<file path="src/rtl/md5_pkg.sv">
// MD5 package: chaining-word type, initial chain, round constant ROM,
// shift table and message index schedule. No dependencies.
`default_nettype none
package md5_pkg;

    typedef struct packed {
        logic [31:0] a;
        logic [31:0] b;
        logic [31:0] c;
        logic [31:0] d;
    } t_work;

    localparam logic [31:0] INIT_A = 32'h67452301;
    localparam logic [31:0] INIT_B = 32'hEFCDAB89;
    localparam logic [31:0] INIT_C = 32'h98BADCFE;
    localparam logic [31:0] INIT_D = 32'h10325476;
    localparam logic [7:0]  PAD_MARK = 8'h80;

    // sine-derived additive constant for each round
    function automatic logic [31:0] md5_k(input logic [5:0] rnd);
        logic [31:0] k;
        case (rnd)
            6'd0:  k = 32'hd76aa478;  6'd1:  k = 32'he8c7b756;
            6'd2:  k = 32'h242070db;  6'd3:  k = 32'hc1bdceee;
            6'd4:  k = 32'hf57c0faf;  6'd5:  k = 32'h4787c62a;
            6'd6:  k = 32'ha8304613;  6'd7:  k = 32'hfd469501;
            6'd8:  k = 32'h698098d8;  6'd9:  k = 32'h8b44f7af;
            6'd10: k = 32'hffff5bb1;  6'd11: k = 32'h895cd7be;
            6'd12: k = 32'h6b901122;  6'd13: k = 32'hfd987193;
            6'd14: k = 32'ha679438e;  6'd15: k = 32'h49b40821;
            6'd16: k = 32'hf61e2562;  6'd17: k = 32'hc040b340;
            6'd18: k = 32'h265e5a51;  6'd19: k = 32'he9b6c7aa;
            6'd20: k = 32'hd62f105d;  6'd21: k = 32'h02441453;
            6'd22: k = 32'hd8a1e681;  6'd23: k = 32'he7d3fbc8;
            6'd24: k = 32'h21e1cde6;  6'd25: k = 32'hc33707d6;
            6'd26: k = 32'hf4d50d87;  6'd27: k = 32'h455a14ed;
            6'd28: k = 32'ha9e3e905;  6'd29: k = 32'hfcefa3f8;
            6'd30: k = 32'h676f02d9;  6'd31: k = 32'h8d2a4c8a;
            6'd32: k = 32'hfffa3942;  6'd33: k = 32'h8771f681;
            6'd34: k = 32'h6d9d6122;  6'd35: k = 32'hfde5380c;
            6'd36: k = 32'ha4beea44;  6'd37: k = 32'h4bdecfa9;
            6'd38: k = 32'hf6bb4b60;  6'd39: k = 32'hbebfbc70;
            6'd40: k = 32'h289b7ec6;  6'd41: k = 32'heaa127fa;
            6'd42: k = 32'hd4ef3085;  6'd43: k = 32'h04881d05;
            6'd44: k = 32'hd9d4d039;  6'd45: k = 32'he6db99e5;
            6'd46: k = 32'h1fa27cf8;  6'd47: k = 32'hc4ac5665;
            6'd48: k = 32'hf4292244;  6'd49: k = 32'h432aff97;
            6'd50: k = 32'hab9423a7;  6'd51: k = 32'hfc93a039;
            6'd52: k = 32'h655b59c3;  6'd53: k = 32'h8f0ccc92;
            6'd54: k = 32'hffeff47d;  6'd55: k = 32'h85845dd1;
            6'd56: k = 32'h6fa87e4f;  6'd57: k = 32'hfe2ce6e0;
            6'd58: k = 32'ha3014314;  6'd59: k = 32'h4e0811a1;
            6'd60: k = 32'hf7537e82;  6'd61: k = 32'hbd3af235;
            6'd62: k = 32'h2ad7d2bb;  6'd63: k = 32'heb86d391;
            default: k = 32'h0;
        endcase
        return k;
    endfunction

    // rotate amount per group and round within the group of four
    function automatic logic [4:0] md5_shift(input logic [5:0] rnd);
        logic [4:0] s;
        case ({rnd[5:4], rnd[1:0]})
            4'h0: s = 5'd7;   4'h1: s = 5'd12;  4'h2: s = 5'd17;  4'h3: s = 5'd22;
            4'h4: s = 5'd5;   4'h5: s = 5'd9;   4'h6: s = 5'd14;  4'h7: s = 5'd20;
            4'h8: s = 5'd4;   4'h9: s = 5'd11;  4'hA: s = 5'd16;  4'hB: s = 5'd23;
            4'hC: s = 5'd6;   4'hD: s = 5'd10;  4'hE: s = 5'd15;  4'hF: s = 5'd21;
            default: s = 5'd0;
        endcase
        return s;
    endfunction

    // message word index for a round
    function automatic logic [3:0] md5_msg_idx(input logic [5:0] rnd);
        logic [3:0] q;
        logic [3:0] g;
        q = rnd[3:0];
        case (rnd[5:4])
            2'd0:    g = q;
            2'd1:    g = 4'((q << 2) + q + 4'd1);
            2'd2:    g = 4'((q << 1) + q + 4'd5);
            default: g = 4'((q << 3) - q);
        endcase
        return g;
    endfunction

endpackage
`default_nettype wire

</file>
<file path="src/rtl/md5_rnd.sv">
// MD5 round unit: one step of the compression function per use.
// Depends on md5_pkg.
`default_nettype none
module md5_rnd
    import md5_pkg::*;
(
    input  wire t_work       i_work,
    input  wire logic [5:0]  i_round,
    input  wire logic [31:0] i_msg,
    output t_work            o_work
);

    logic [31:0] f;
    logic [31:0] sum;
    logic [63:0] rot;

    // boolean function per group
    always_comb begin
        case (i_round[5:4])
            2'd0:    f = (i_work.b & i_work.c) | (~i_work.b & i_work.d);
            2'd1:    f = (i_work.d & i_work.b) | (~i_work.d & i_work.c);
            2'd2:    f = i_work.b ^ i_work.c ^ i_work.d;
            default: f = i_work.c ^ (i_work.b | ~i_work.d);
        endcase
    end

    assign sum = i_work.a + f + md5_k(i_round) + i_msg;
    assign rot = {sum, sum} << md5_shift(i_round);

    // rotate the working words
    assign o_work.a = i_work.d;
    assign o_work.d = i_work.c;
    assign o_work.c = i_work.b;
    assign o_work.b = i_work.b + rot[63:32];

endmodule
`default_nettype wire

</file>
<file path="src/rtl/md5_digest_stream.sv">
// MD5 over a word stream: one byte per cycle into the block buffer, paused while a
// full block compresses; one round per cycle, then a fold step per 64-byte block.
// A new word is taken only in idle, so the block is through with one word before the
// next. Input stall is high while busy.
// Last word: pad bytes, the length word, one or two compressions, then four digest
// transactions. Sync active-low reset loads the chain, clears the count.
`default_nettype none
module md5_digest_stream
    import md5_pkg::*;
(
    input  wire logic        i_clk,
    input  wire logic        i_rst_n,
    input  wire logic        i_valid,
    output logic             o_stall,
    input  wire logic [31:0] i_data_word,
    input  wire logic [2:0]  i_valid_bytes,
    input  wire logic        i_last_item,
    output logic             o_valid,
    input  wire logic        i_stall,
    output logic [31:0]      o_digest_word,
    output logic             o_digest_last
);

    typedef enum logic [2:0] {
        S_IDLE, S_BYTE, S_PAD, S_LEN, S_ROUND, S_FOLD, S_OUT
    } t_state;

    t_state       r_state;
    t_state       r_ret;
    logic [31:0]  r_data;
    logic [2:0]   r_n;
    logic [2:0]   r_bi;
    logic         r_last;
    logic [28:0]  r_count;
    logic [5:0]   r_ppos;
    logic         r_mark;
    logic [5:0]   r_round;
    logic [1:0]   r_oi;
    t_work        r_chain;
    t_work        r_work;
    logic [31:0]  r_buf [16];

    logic [5:0]   pos;
    logic [7:0]   cur_byte;
    t_work        rnd_out;
    logic [31:0]  msg;

    assign pos      = r_count[5:0];
    assign cur_byte = r_data[{r_bi[1:0], 3'b000} +: 8];
    assign msg      = r_buf[md5_msg_idx(r_round)];

    md5_rnd u_rnd (
        .i_work  (r_work),
        .i_round (r_round),
        .i_msg   (msg),
        .o_work  (rnd_out)
    );

    assign o_stall = (r_state != S_IDLE);
    assign o_valid = (r_state == S_OUT);
    always_comb begin
        case (r_oi)
            2'd0:    o_digest_word = r_chain.a;
            2'd1:    o_digest_word = r_chain.b;
            2'd2:    o_digest_word = r_chain.c;
            default: o_digest_word = r_chain.d;
        endcase
    end
    assign o_digest_last = (r_oi == 2'd3);

    // block buffer: byte inserts, pad bytes and the length word
    always_ff @(posedge i_clk) begin
        if (r_state == S_BYTE && r_bi != r_n) begin
            r_buf[pos[5:2]][{pos[1:0], 3'b000} +: 8] <= cur_byte;
        end else if (r_state == S_PAD) begin
            r_buf[r_ppos[5:2]][{r_ppos[1:0], 3'b000} +: 8] <= r_mark ? PAD_MARK : 8'h00;
        end else if (r_state == S_LEN) begin
            r_buf[14] <= {r_count, 3'b000};
            r_buf[15] <= 32'h0;
        end
    end

    // sequencer
    always_ff @(posedge i_clk) begin
        if (!i_rst_n) begin
            r_state <= S_IDLE;
            r_ret   <= S_IDLE;
            r_n     <= 3'd0;
            r_bi    <= 3'd0;
            r_last  <= 1'b0;
            r_count <= 29'd0;
            r_ppos  <= 6'd0;
            r_mark  <= 1'b0;
            r_round <= 6'd0;
            r_oi    <= 2'd0;
            r_chain <= '{a: INIT_A, b: INIT_B, c: INIT_C, d: INIT_D};
            r_work  <= '0;
        end else begin
            case (r_state)
                S_IDLE: begin
                    if (i_valid) begin
                        r_data  <= i_data_word;
                        r_n     <= (i_valid_bytes > 3'd4) ? 3'd4 : i_valid_bytes;
                        r_last  <= i_last_item;
                        r_bi    <= 3'd0;
                        r_state <= S_BYTE;
                    end
                end
                S_BYTE: begin
                    if (r_bi != r_n) begin
                        r_bi    <= r_bi + 3'd1;
                        r_count <= r_count + 29'd1;
                        if (pos == 6'd63) begin
                            r_work  <= r_chain;
                            r_round <= 6'd0;
                            r_ret   <= S_BYTE;
                            r_state <= S_ROUND;
                        end
                    end else if (r_last) begin
                        r_ppos  <= pos;
                        r_mark  <= 1'b1;
                        r_state <= S_PAD;
                    end else begin
                        r_state <= S_IDLE;
                    end
                end
                S_PAD: begin
                    r_mark <= 1'b0;
                    r_ppos <= r_ppos + 6'd1;
                    if (r_ppos == 6'd63) begin
                        r_work  <= r_chain;
                        r_round <= 6'd0;
                        r_ret   <= S_PAD;
                        r_state <= S_ROUND;
                    end else if (r_ppos == 6'd55) begin
                        r_state <= S_LEN;
                    end
                end
                S_LEN: begin
                    r_work  <= r_chain;
                    r_round <= 6'd0;
                    r_ret   <= S_OUT;
                    r_state <= S_ROUND;
                end
                S_ROUND: begin
                    r_work  <= rnd_out;
                    r_round <= r_round + 6'd1;
                    if (r_round == 6'd63) begin
                        r_state <= S_FOLD;
                    end
                end
                S_FOLD: begin
                    r_chain.a <= r_chain.a + r_work.a;
                    r_chain.b <= r_chain.b + r_work.b;
                    r_chain.c <= r_chain.c + r_work.c;
                    r_chain.d <= r_chain.d + r_work.d;
                    r_oi      <= 2'd0;
                    r_state   <= r_ret;
                end
                S_OUT: begin
                    if (!i_stall) begin
                        r_oi <= r_oi + 2'd1;
                        if (r_oi == 2'd3) begin
                            r_chain <= '{a: INIT_A, b: INIT_B, c: INIT_C, d: INIT_D};
                            r_count <= 29'd0;
                            r_state <= S_IDLE;
                        end
                    end
                end
                default: r_state <= S_IDLE;
            endcase
        end
    end

endmodule
`default_nettype wire

</file>
<file path="config.mk">
export PLATFORM = sky130hd
export DESIGN_NAME = md5_digest_stream
export DESIGN_NICKNAME = d
export VERILOG_FILES = /design/src/rtl/md5_pkg.sv /design/src/rtl/md5_rnd.sv /design/src/rtl/md5_digest_stream.sv
export SDC_FILE = /design/constraint.sdc
export NUM_CORES = 2
export LEC_CHECK = 0
export BUFFER_PORTS_ARGS = -buffer_cell sky130_fd_sc_hd__buf_4
export CORE_ASPECT_RATIO = 1.75
export CORE_UTILIZATION = 50
export CTS_CLUSTER_DIAMETER = 30
export DETAILED_ROUTE_END_ITERATION = 7
export PLACE_DENSITY = 0.66
export SLEW_MARGIN = 20
export SYNTH_ARGS = -nofsm -noshare
export SYNTH_HDL_FRONTEND = slang
export SYNTH_SLANG_ARGS = --single-unit
export TNS_END_PERCENT = 30
</file>
<file path="constraint.sdc">
create_clock -name i_clk -period 10.53 [get_ports i_clk]
set_input_delay 0.5265 -clock i_clk [delete_from_list [all_inputs] [get_ports i_clk]]
set_output_delay 0.5265 -clock i_clk [all_outputs]
set_load 0.01 [all_outputs]
</file>
## Word level (Yosys, flattened, before mapping)

Memories as Yosys holds them, arrays and structs flattened. A register that Yosys moved wholly into a read port is not among the register bits.
Cells that the tools add are included.

| storage, ports and cells | value |
|---|---|
| bits of input ports | 40 |
| output and inout bits | 35 |
| memories kept | 3 |
| latch bits | 0 |
| ROM bits | 2128 |
| bits in writable memories | 512 |
| bits in registers | 345 |
| logic and storage cells | 175 |

Memories:

| memory | depth | width | read ports | clocked after memory_dff | wr ports | RTL line | RTL |
|---|---|---|---|---|---|---|---|
| (name not given) | 64 | 32 | 1 | 1 | 0 | md5_pkg.sv:22 | `case (rnd)` |
| r_buf | 16 | 32 | 1 | 0 | 2 | md5_digest_stream.sv:41 | `logic [31:0] r_buf [16];` |
| (name not given) | 16 | 5 | 1 | 1 | 0 | md5_pkg.sv:63 | `case ({rnd[5:4], rnd[1:0]})` |

| cells by class | value |
|---|---|
| bitwise logic cells | 12 |
| order comparisons | 1 |
| multiply operators | 0 |
| reduce and logical (&&, ||, !) cells | 23 |
| shift operators | 6 |
| eq/ne operators | 27 |
| mux-type cells | 64 |
| add/sub/neg operators | 20 |
| divide/modulo/power cells | 0 |

Operator list:

| cell | number |
|---|---|
| 128-bit 2-to-1 mux | 5 |
| 128-bit case mux with 4 select lines | 1 |
| 32-bit adder | 8 |
| 128-bit case mux with 2 select lines | 1 |
| 32-bit 2-to-1 mux | 6 |
| 32-bit case mux with 3 select lines | 2 |
| 32-bit AND | 4 |
| 32-bit OR | 3 |
| 32-bit XOR | 3 |
| 29-bit 2-to-1 mux | 3 |
| 32-bit inverter | 2 |
| 32-bit OR reduction | 2 |
| 8-bit by 7-bit variable shift with 32-bit output, first input constant | 2 |
| 8-bit by 7-bit variable part select with 32-bit output | 2 |
| 64-bit by 5-bit left shift with 64-bit output | 1 |
| 29-bit case mux with 2 select lines | 1 |
| 3-bit 2-to-1 mux | 14 |
| 6-bit 2-to-1 mux | 7 |
| 32-bit by 6-bit variable part select with 8-bit output | 1 |
| 29-bit by 1-bit adder with 29-bit output, second input constant | 1 |
| 6-bit equality test, second input constant | 4 |
| 6-bit case mux with 4 select lines | 1 |
| 3-bit case mux with 7 select lines | 1 |
| 4-bit 2-to-1 mux | 4 |
| other kinds (38) | 74 |

## Depth between registers and ports, before layout

| logic depth | value |
|---|---|
| depth in word-level cells | 10 |
| gate-level depth with buffers | 46 |

## Modules after synthesis

From an unflattened synthesis, not the netlist that was laid out.

| unflattened totals | value |
|---|---|
| cell total of the unflattened synthesis | 5423 |
| area, all modules | 54390.9 um2 |

By module, submodules not included:

| module | area each (um2) | cells an instance | seq. area each (um2) | times used |
|---|---|---|---|---|
| md5_digest_stream | 41576.1 | 3549 | 22251.3 | 1 |
| md5_rnd | 12814.8 | 1874 | 0.0 | 1 |

## Least setup slack after synthesis

No wires, ideal clock.

| path | value |
|---|---|
| path type | reg-to-reg |
| start point | register r_round[1] |
| end point | register r_work[94] (netlist name) |
| arrival | 9.079 ns |
| buffers on the path | 3 |
| period minus slack after synthesis | 9.212 ns |
| stages on the path, launching flop included | 44 |
| slack | 1.318 ns |
| path through | dfxtp_1 inv_1 ha_1 fa_1 xnor2_1 xnor2_1 a211oi_1 a31o_1 buf_6 clkbuf_1 clkbuf_1 a31oi_1 a21o_1 fa_1 fa_1 inv_1 ha_1 inv_1 (+8 left out) mux4_2 and2_1 a211oi_1 o22ai_1 ha_1 fa_1 a21o_1 a21o_1 a21oi_1 o21ai_0 a31oi_1 o31ai_1 a211oi_1 o21bai_1 a21oi_1 nand2b_1 mux2i_1 a21oi_1 |

| on the way | value |
|---|---|
| longest elaborated chain between the ends | 8 |

Ends and longest elaborated chain:

| item | RTL line | RTL |
|---|---|---|
| from (decl) | md5_digest_stream.sv:37 | `logic [5:0] r_round;` |
| from (signal assigned) | md5_digest_stream.sv:147 | `r_round <= r_round + 6'd1;` |
| 4-bit adder, on equally long branches | md5_pkg.sv:81, md5_pkg.sv:80 |  |
| 4-bit by 3-bit adder with 4-bit output or 4-bit by 1-bit adder with 4-bit output (tied branches) | md5_pkg.sv:81, md5_pkg.sv:80 |  |
| 4-bit case mux with 3 select lines (*) | md5_pkg.sv:78 | `case (rnd[5:4])` |
| memory read 16 x 32 bit (*) | - |  |
| 32-bit adder (*) | md5_rnd.sv:27 | `assign sum = i_work.a + f + md5_k(i_round) + i_msg;` |
| 64-bit by 5-bit left shift with 64-bit output (*) | md5_rnd.sv:28 | `assign rot = {sum, sum} << md5_shift(i_round);` |
| 32-bit adder (*) | md5_rnd.sv:34 | `assign o_work.b = i_work.b + rot[63:32];` |
| 128-bit case mux with 4 select lines (*) | md5_digest_stream.sv:99 | `case (r_state)` |
| to (signal assigned) | md5_digest_stream.sv:114 | `r_work <= r_chain;` |
| to (signal assigned) | md5_digest_stream.sv:131 | `r_work <= r_chain;` |
| to (signal assigned) | md5_digest_stream.sv:140 | `r_work <= r_chain;` |
| to (decl) | md5_digest_stream.sv:40 | `t_work r_work;` |

Mark *: on every way between the ends. The rest lies on a longest branch, timed or not.
A chain may end at the register's enable or synchronous reset.

## Worst setup path after layout

| path | value |
|---|---|
| start point | register r_round[5] |
| end point | register r_work[88] (netlist name) |

| on the way | value |
|---|---|
| longest elaborated chain between the ends | 8 |

Ends and longest elaborated chain:

| item | RTL line | RTL |
|---|---|---|
| 2-bit equality test (tied with other cells) | md5_pkg.sv:78, md5_rnd.sv:19 |  |
| 32-bit case mux with 3 select lines | md5_rnd.sv:19 | `case (i_round[5:4])` |
| 32-bit adder (2 in series) | md5_rnd.sv:27 |  |
| 32-bit adder (*) | md5_rnd.sv:27 |  |
| 64-bit by 5-bit left shift with 64-bit output (*) | md5_rnd.sv:28 |  |
| 32-bit adder (*) | md5_rnd.sv:34 |  |
| 128-bit case mux with 4 select lines (*) | md5_digest_stream.sv:99 |  |

Marked as above.

==> out/metrics.sh <==
MAXCLOCKFREQUENCY_MHz=99.6
DIE_H_UM=440
MOST_COMMON_LIBRARY_CELLS_AFTER_SYNTHESIS='nand2_1 (948), nor2_1 (559), edfxtp_1 (509), a21oi_1 (415), dfxtp_1 (385)'
SYNTHTOLAYOUTAREAGROWTH_PCT=14.5
CP_MAX_FO=23
CRITICAL-PATH-MAX-STAGE-DELAY_NS=1.11
RELSLEWSLACK_PCT=8.94
P_SW_W=0.00239
YS_TOP_CELLS_BY_AREA='edfxtp_1 (28%), dfxtp_1 (14%), nand2_1 (6.5%)'
REPORT.FINAL.SLEW_VIOL_COUNT=0
COREAREA_UM2=109000
HTREE_LEVELS=4
WORST_HOLD_PATH.NUM_CELLS=4
FINAL_NET_COUNT=6483
RUN_STATUS='finished, final reports clean'
AVGVIACOUNTPERCELL=6.31
GRT_OVERFLOW_TOTAL=0
SYNTH_COMPOUND_AREA_SHARE_PCT=18.6
CTS_ROOT_BUF='clkbuf_16'
HPWL_MM=140
DIE_X_UM=252
GRT_PASS1_VIAS=47615
CORE.ROWCOUNT=160
IO_BUFFER_COUNT=74
WORSTSETUPENDPOINTTYPE='flop'
WORST_VDD_IR_mV=0.158
YS.WARNINGS.COUNT=0
GRT_MAX_DEGREE=86
CLK_PIN_SLEW_WORST_PATHS_NS=0.05
SYNTH_XOR_XNOR_AREA_SHARE_PCT=3.71
POST_SYNTH_FA_HA_MAJ_AREA_FRACTION_PCT=7.76
SYNTHESIS.INSTANCES=6116
CP_COMMON_CELL='a21oi_1'
DESIGN.PORTCOUNT=75
REPORTED_MAX_CAP_VIOLATION_COUNT=0
COMBINATIONAL_FAMILY_WITH_THE_MOST_AREA_AFTER_SYNTHESIS='compound AO/OA/AOI/OAI gates'
SYNTHMOSTINSTANTIATEDCELL='nand2_1'
GRT_ANTENNA_BEFORE_REPAIR=4
SYNTH-SIMPLE-AREA-SHARE_PCT=17.2
CRITICAL_PATH.STARTPOINT_TYPE='flop'
POWER_SWITCHING_SHARE_PCT=25.2
FINAL.PERIOD_UTILIZATION_PCT=95.4
POST_SYNTH_INSTANCE_AREA_UM2=54800
CELLPOWERDENSITY_nW_PER_UM2=151
CRITICAL_PATH.SLOWEST_CELL='nor3_1'
DIE-AREA_UM2=111000
DETAIL_ROUTE.DRC_VIOLATIONS=0
FINALWIRELENGTH_MM=200
NETLIST.AREA_LEADER.SHARE_PCT=27.9
YS_FF_LATCH=894
COUNT_OF_FLIP_FLOPS_WITH_A_BUILT_IN_ENABLE_AFTER_SYNTHESIS=509
INTERNAL-POWER_W=0.00707
AVGROUTEDWIREPERCELL_UM=25.8
TOTAL_LEAKAGE_POWER_nW=24.9
GRT_FIRST_PASS_WIRELENGTH_MM=293
ROUTABILITYCONGESTION=1.04
MAX_CLOCK_SKEW_NS=0.0416
R2R_SLACK_NS=0.49
REG2REG_DEPTH=37
ROUTE.VIAS.TOTAL=48740
CTS.SINK_COUNT=894
POST-SYNTH-TOP-AREA-CELL='edfxtp_1'
PLACE.DETAILED.INSTANCES=7420
GRT_USE_TOTAL_PCT=35.4
FIN_CELLS=7730
DATA_ARRIVAL_TIME_AT_THE_WORST_SLACK_ENDPOINT_NS=10.66
SYN_NETS=6450
SYNTH_CELL_TYPE_COUNT=90
WORST_SLEW_PIN_SLEW_NS=1.36
PWR-SHARE-SEQ_PCT=39.7
FIN_HOLD_WS_NS=0.0482
WORSTHOLDPATHTYPE='in2reg'
YS_SEQ_AREA_SHARE_PCT=42.0
CP_DATA_REQUIRED_TIME_NS=11.14
LAYOUT-DRIVE-GT1-SHARE_PCT=10.4
SETUP_VIOLATIONS=0
MUXSHAREOFSYNTHAREA_PCT=5.98
POST_SYNTH.CELL_AREA_AVG_UM2=8.95
ANTENNA_VIOLATING_NETS_POST_ROUTE=0
POSTSYNTH.TOPFLOPCELL='edfxtp_1'
SHARE_COMB_OF_TOTAL_POWER_PCT=8.5
DETAIL_ROUTE.FIRST_PASS.ITERATIONS=7
DRTITER0DRC=4432
YS_ASYNC_SR_FRACTION_PCT=0
PERIOD_NEEDED_NS=10.04
INSERTION_DELAY_NS=0.78
INITIAL_UTILIZATION_PCT=50.5
CRIT_TYPE='reg2reg'
FINAL_REPORT_HOLD_VIOLATION_COUNT=0
CLOCKPOWERSHARE_PCT=51.8
CTS_INSERTED_BUFFERS=142
CTS_TREE='done'
MAXIMUM_CLOCK_PATH_BUFFER_COUNT=3
==> registers in the layout, summed over array words and instances, names as in the netlist, named ones only <==
name / count
r_bi: 3
r_round: 6
r_n: 3
r_data: 32
r_mark: 1
r_oi: 2
r_count: 29
r_buf: 512
r_work: 128
r_ppos: 6
r_chain: 128
r_state: 3
r_last: 1
r_ret: 3
==> critical path, delay by kind of cell, from the launching register on <==
| family | cells | cell delay (ns) |
|---|---|---|
| compound gates | 16 | 3.72 |
| simple gates | 8 | 2.17 |
| fa+ha+maj | 5 | 2.05 |
| buf+inv | 5 | 0.66 |
| mux | 1 | 0.51 |
| flops | 1 | 0.44 |
| xor+xnor | 2 | 0.30 |
==> placed cells by master, fill, tap and decap left out, drive strengths merged, types with 33 or more instances in the layout <==
cell         instances
nand2              948
nor2               559
edfxtp             509
a21oi              417
dfxtp              385
inv                301
o21ai              278
buf                257
mux2i              250
nand3              243
ha                 226
clkbuf             171
a211oi             156
xnor2              133
a311oi             105
xor2                96
and3                91
nor3                87
o22ai               82
a21o                77
a31oi               77
fa                  68
clkinv              43
and2                41
o21a                40
nand2b              35
dlygate4sd3         35
or3                 34
a22oi               33
a222oi              33
==> cell type report <==
cell class	instances	area, um2
Antenna cell	3	7.51
Clock buffer	170	3880
Clock inverter	94	1130
Fill cell	9624	45800
Inverter	278	1050
Multi-Input combinational cell	4540	29400
Sequential cell	894	23000
Tap cell	1458	1820
Timing Repair Buffer	293	2440
==> layer usage <==
| layer | track usage (%) | wire length, um | share of wire [%] | up-vias |
|---|---|---|---|---|
| li1 | - | - | - | 22289 |
| met1 | 35.4 | 66600 | 33 | 23581 |
| met2 | 63.1 | 101000 | 51 | 2066 |
| met3 | 6.89 | 12900 | 6.4 | 800 |
| met4 | 29.7 | 18900 | 9.5 | 4 |
| met5 | 0 | 26 | 0.013 | - |
==> metrics by stage <==
| stage | instance area, um2 | setup slack [ns] | total power, W | setup TNS, ns | utilization (%) |
|---|---|---|---|---|---|
| after floorplan | 54800 | 1.32 | 0.00433 | 0 | - |
| after global placement | 57200 | 0.254 | 0.00460 | 0 | 52.7 |
| after detailed placement | 57200 | 0.142 | 0.00460 | 0 | 52.7 |
| after CTS | 62500 | 0.109 | 0.00948 | 0 | 57.6 |
| after global routing | 62700 | -0.0759 | 0.00971 | -0.166 | 57.8 |
| final | 62700 | 0.488 | 0.00946 | 0 | 57.8 |
==> final timing paths <==
check | start | to
setup / recovery | r_round[5]$_SDFFE_PN0P_ | r_work[88]$_SDFFE_PN0P_
hold / removal | i_stall | r_oi[0]$_SDFFE_PN0P_
setup reg to reg | r_round[5]$_SDFFE_PN0P_ | r_work[88]$_SDFFE_PN0P_
hold reg to reg | r_n[0]$_SDFFE_PN0P_ | r_n[0]$_SDFFE_PN0P_
==> what timing repair did <==
| item | CTS | global route |
|---|---|---|
| setup endpoints to repair | 0 | 11 |
| hold endpoints to repair | 35 | 0 |
| setup buffers | 0 | 3 |
| resized for setup | 0 | 29 |
| hold buffers | 35 | 0 |
==> power by group through the flow <==
stage / clock [W] / combinational [W] / sequential (W)
floorplan: 0 / 0.000518 / 0.00381
global placement: 0 / 0.000770 / 0.00383
detailed placement: 0 / 0.000779 / 0.00383
CTS: 0.00493 / 0.000793 / 0.00376
global route: 0.00507 / 0.000877 / 0.00376
finish: 0.00490 / 0.000807 / 0.00376
==> cell families after synthesis <==
| kind of cell | count (synthesis) |
|---|---|
| xor+xnor | 230 |
| compound gates | 1547 |
| fa+ha+maj | 300 |
| flops | 894 |
| simple gates | 2161 |
| mux | 299 |
| buf+inv | 685 |
Power figures use the tool's default switching activity.
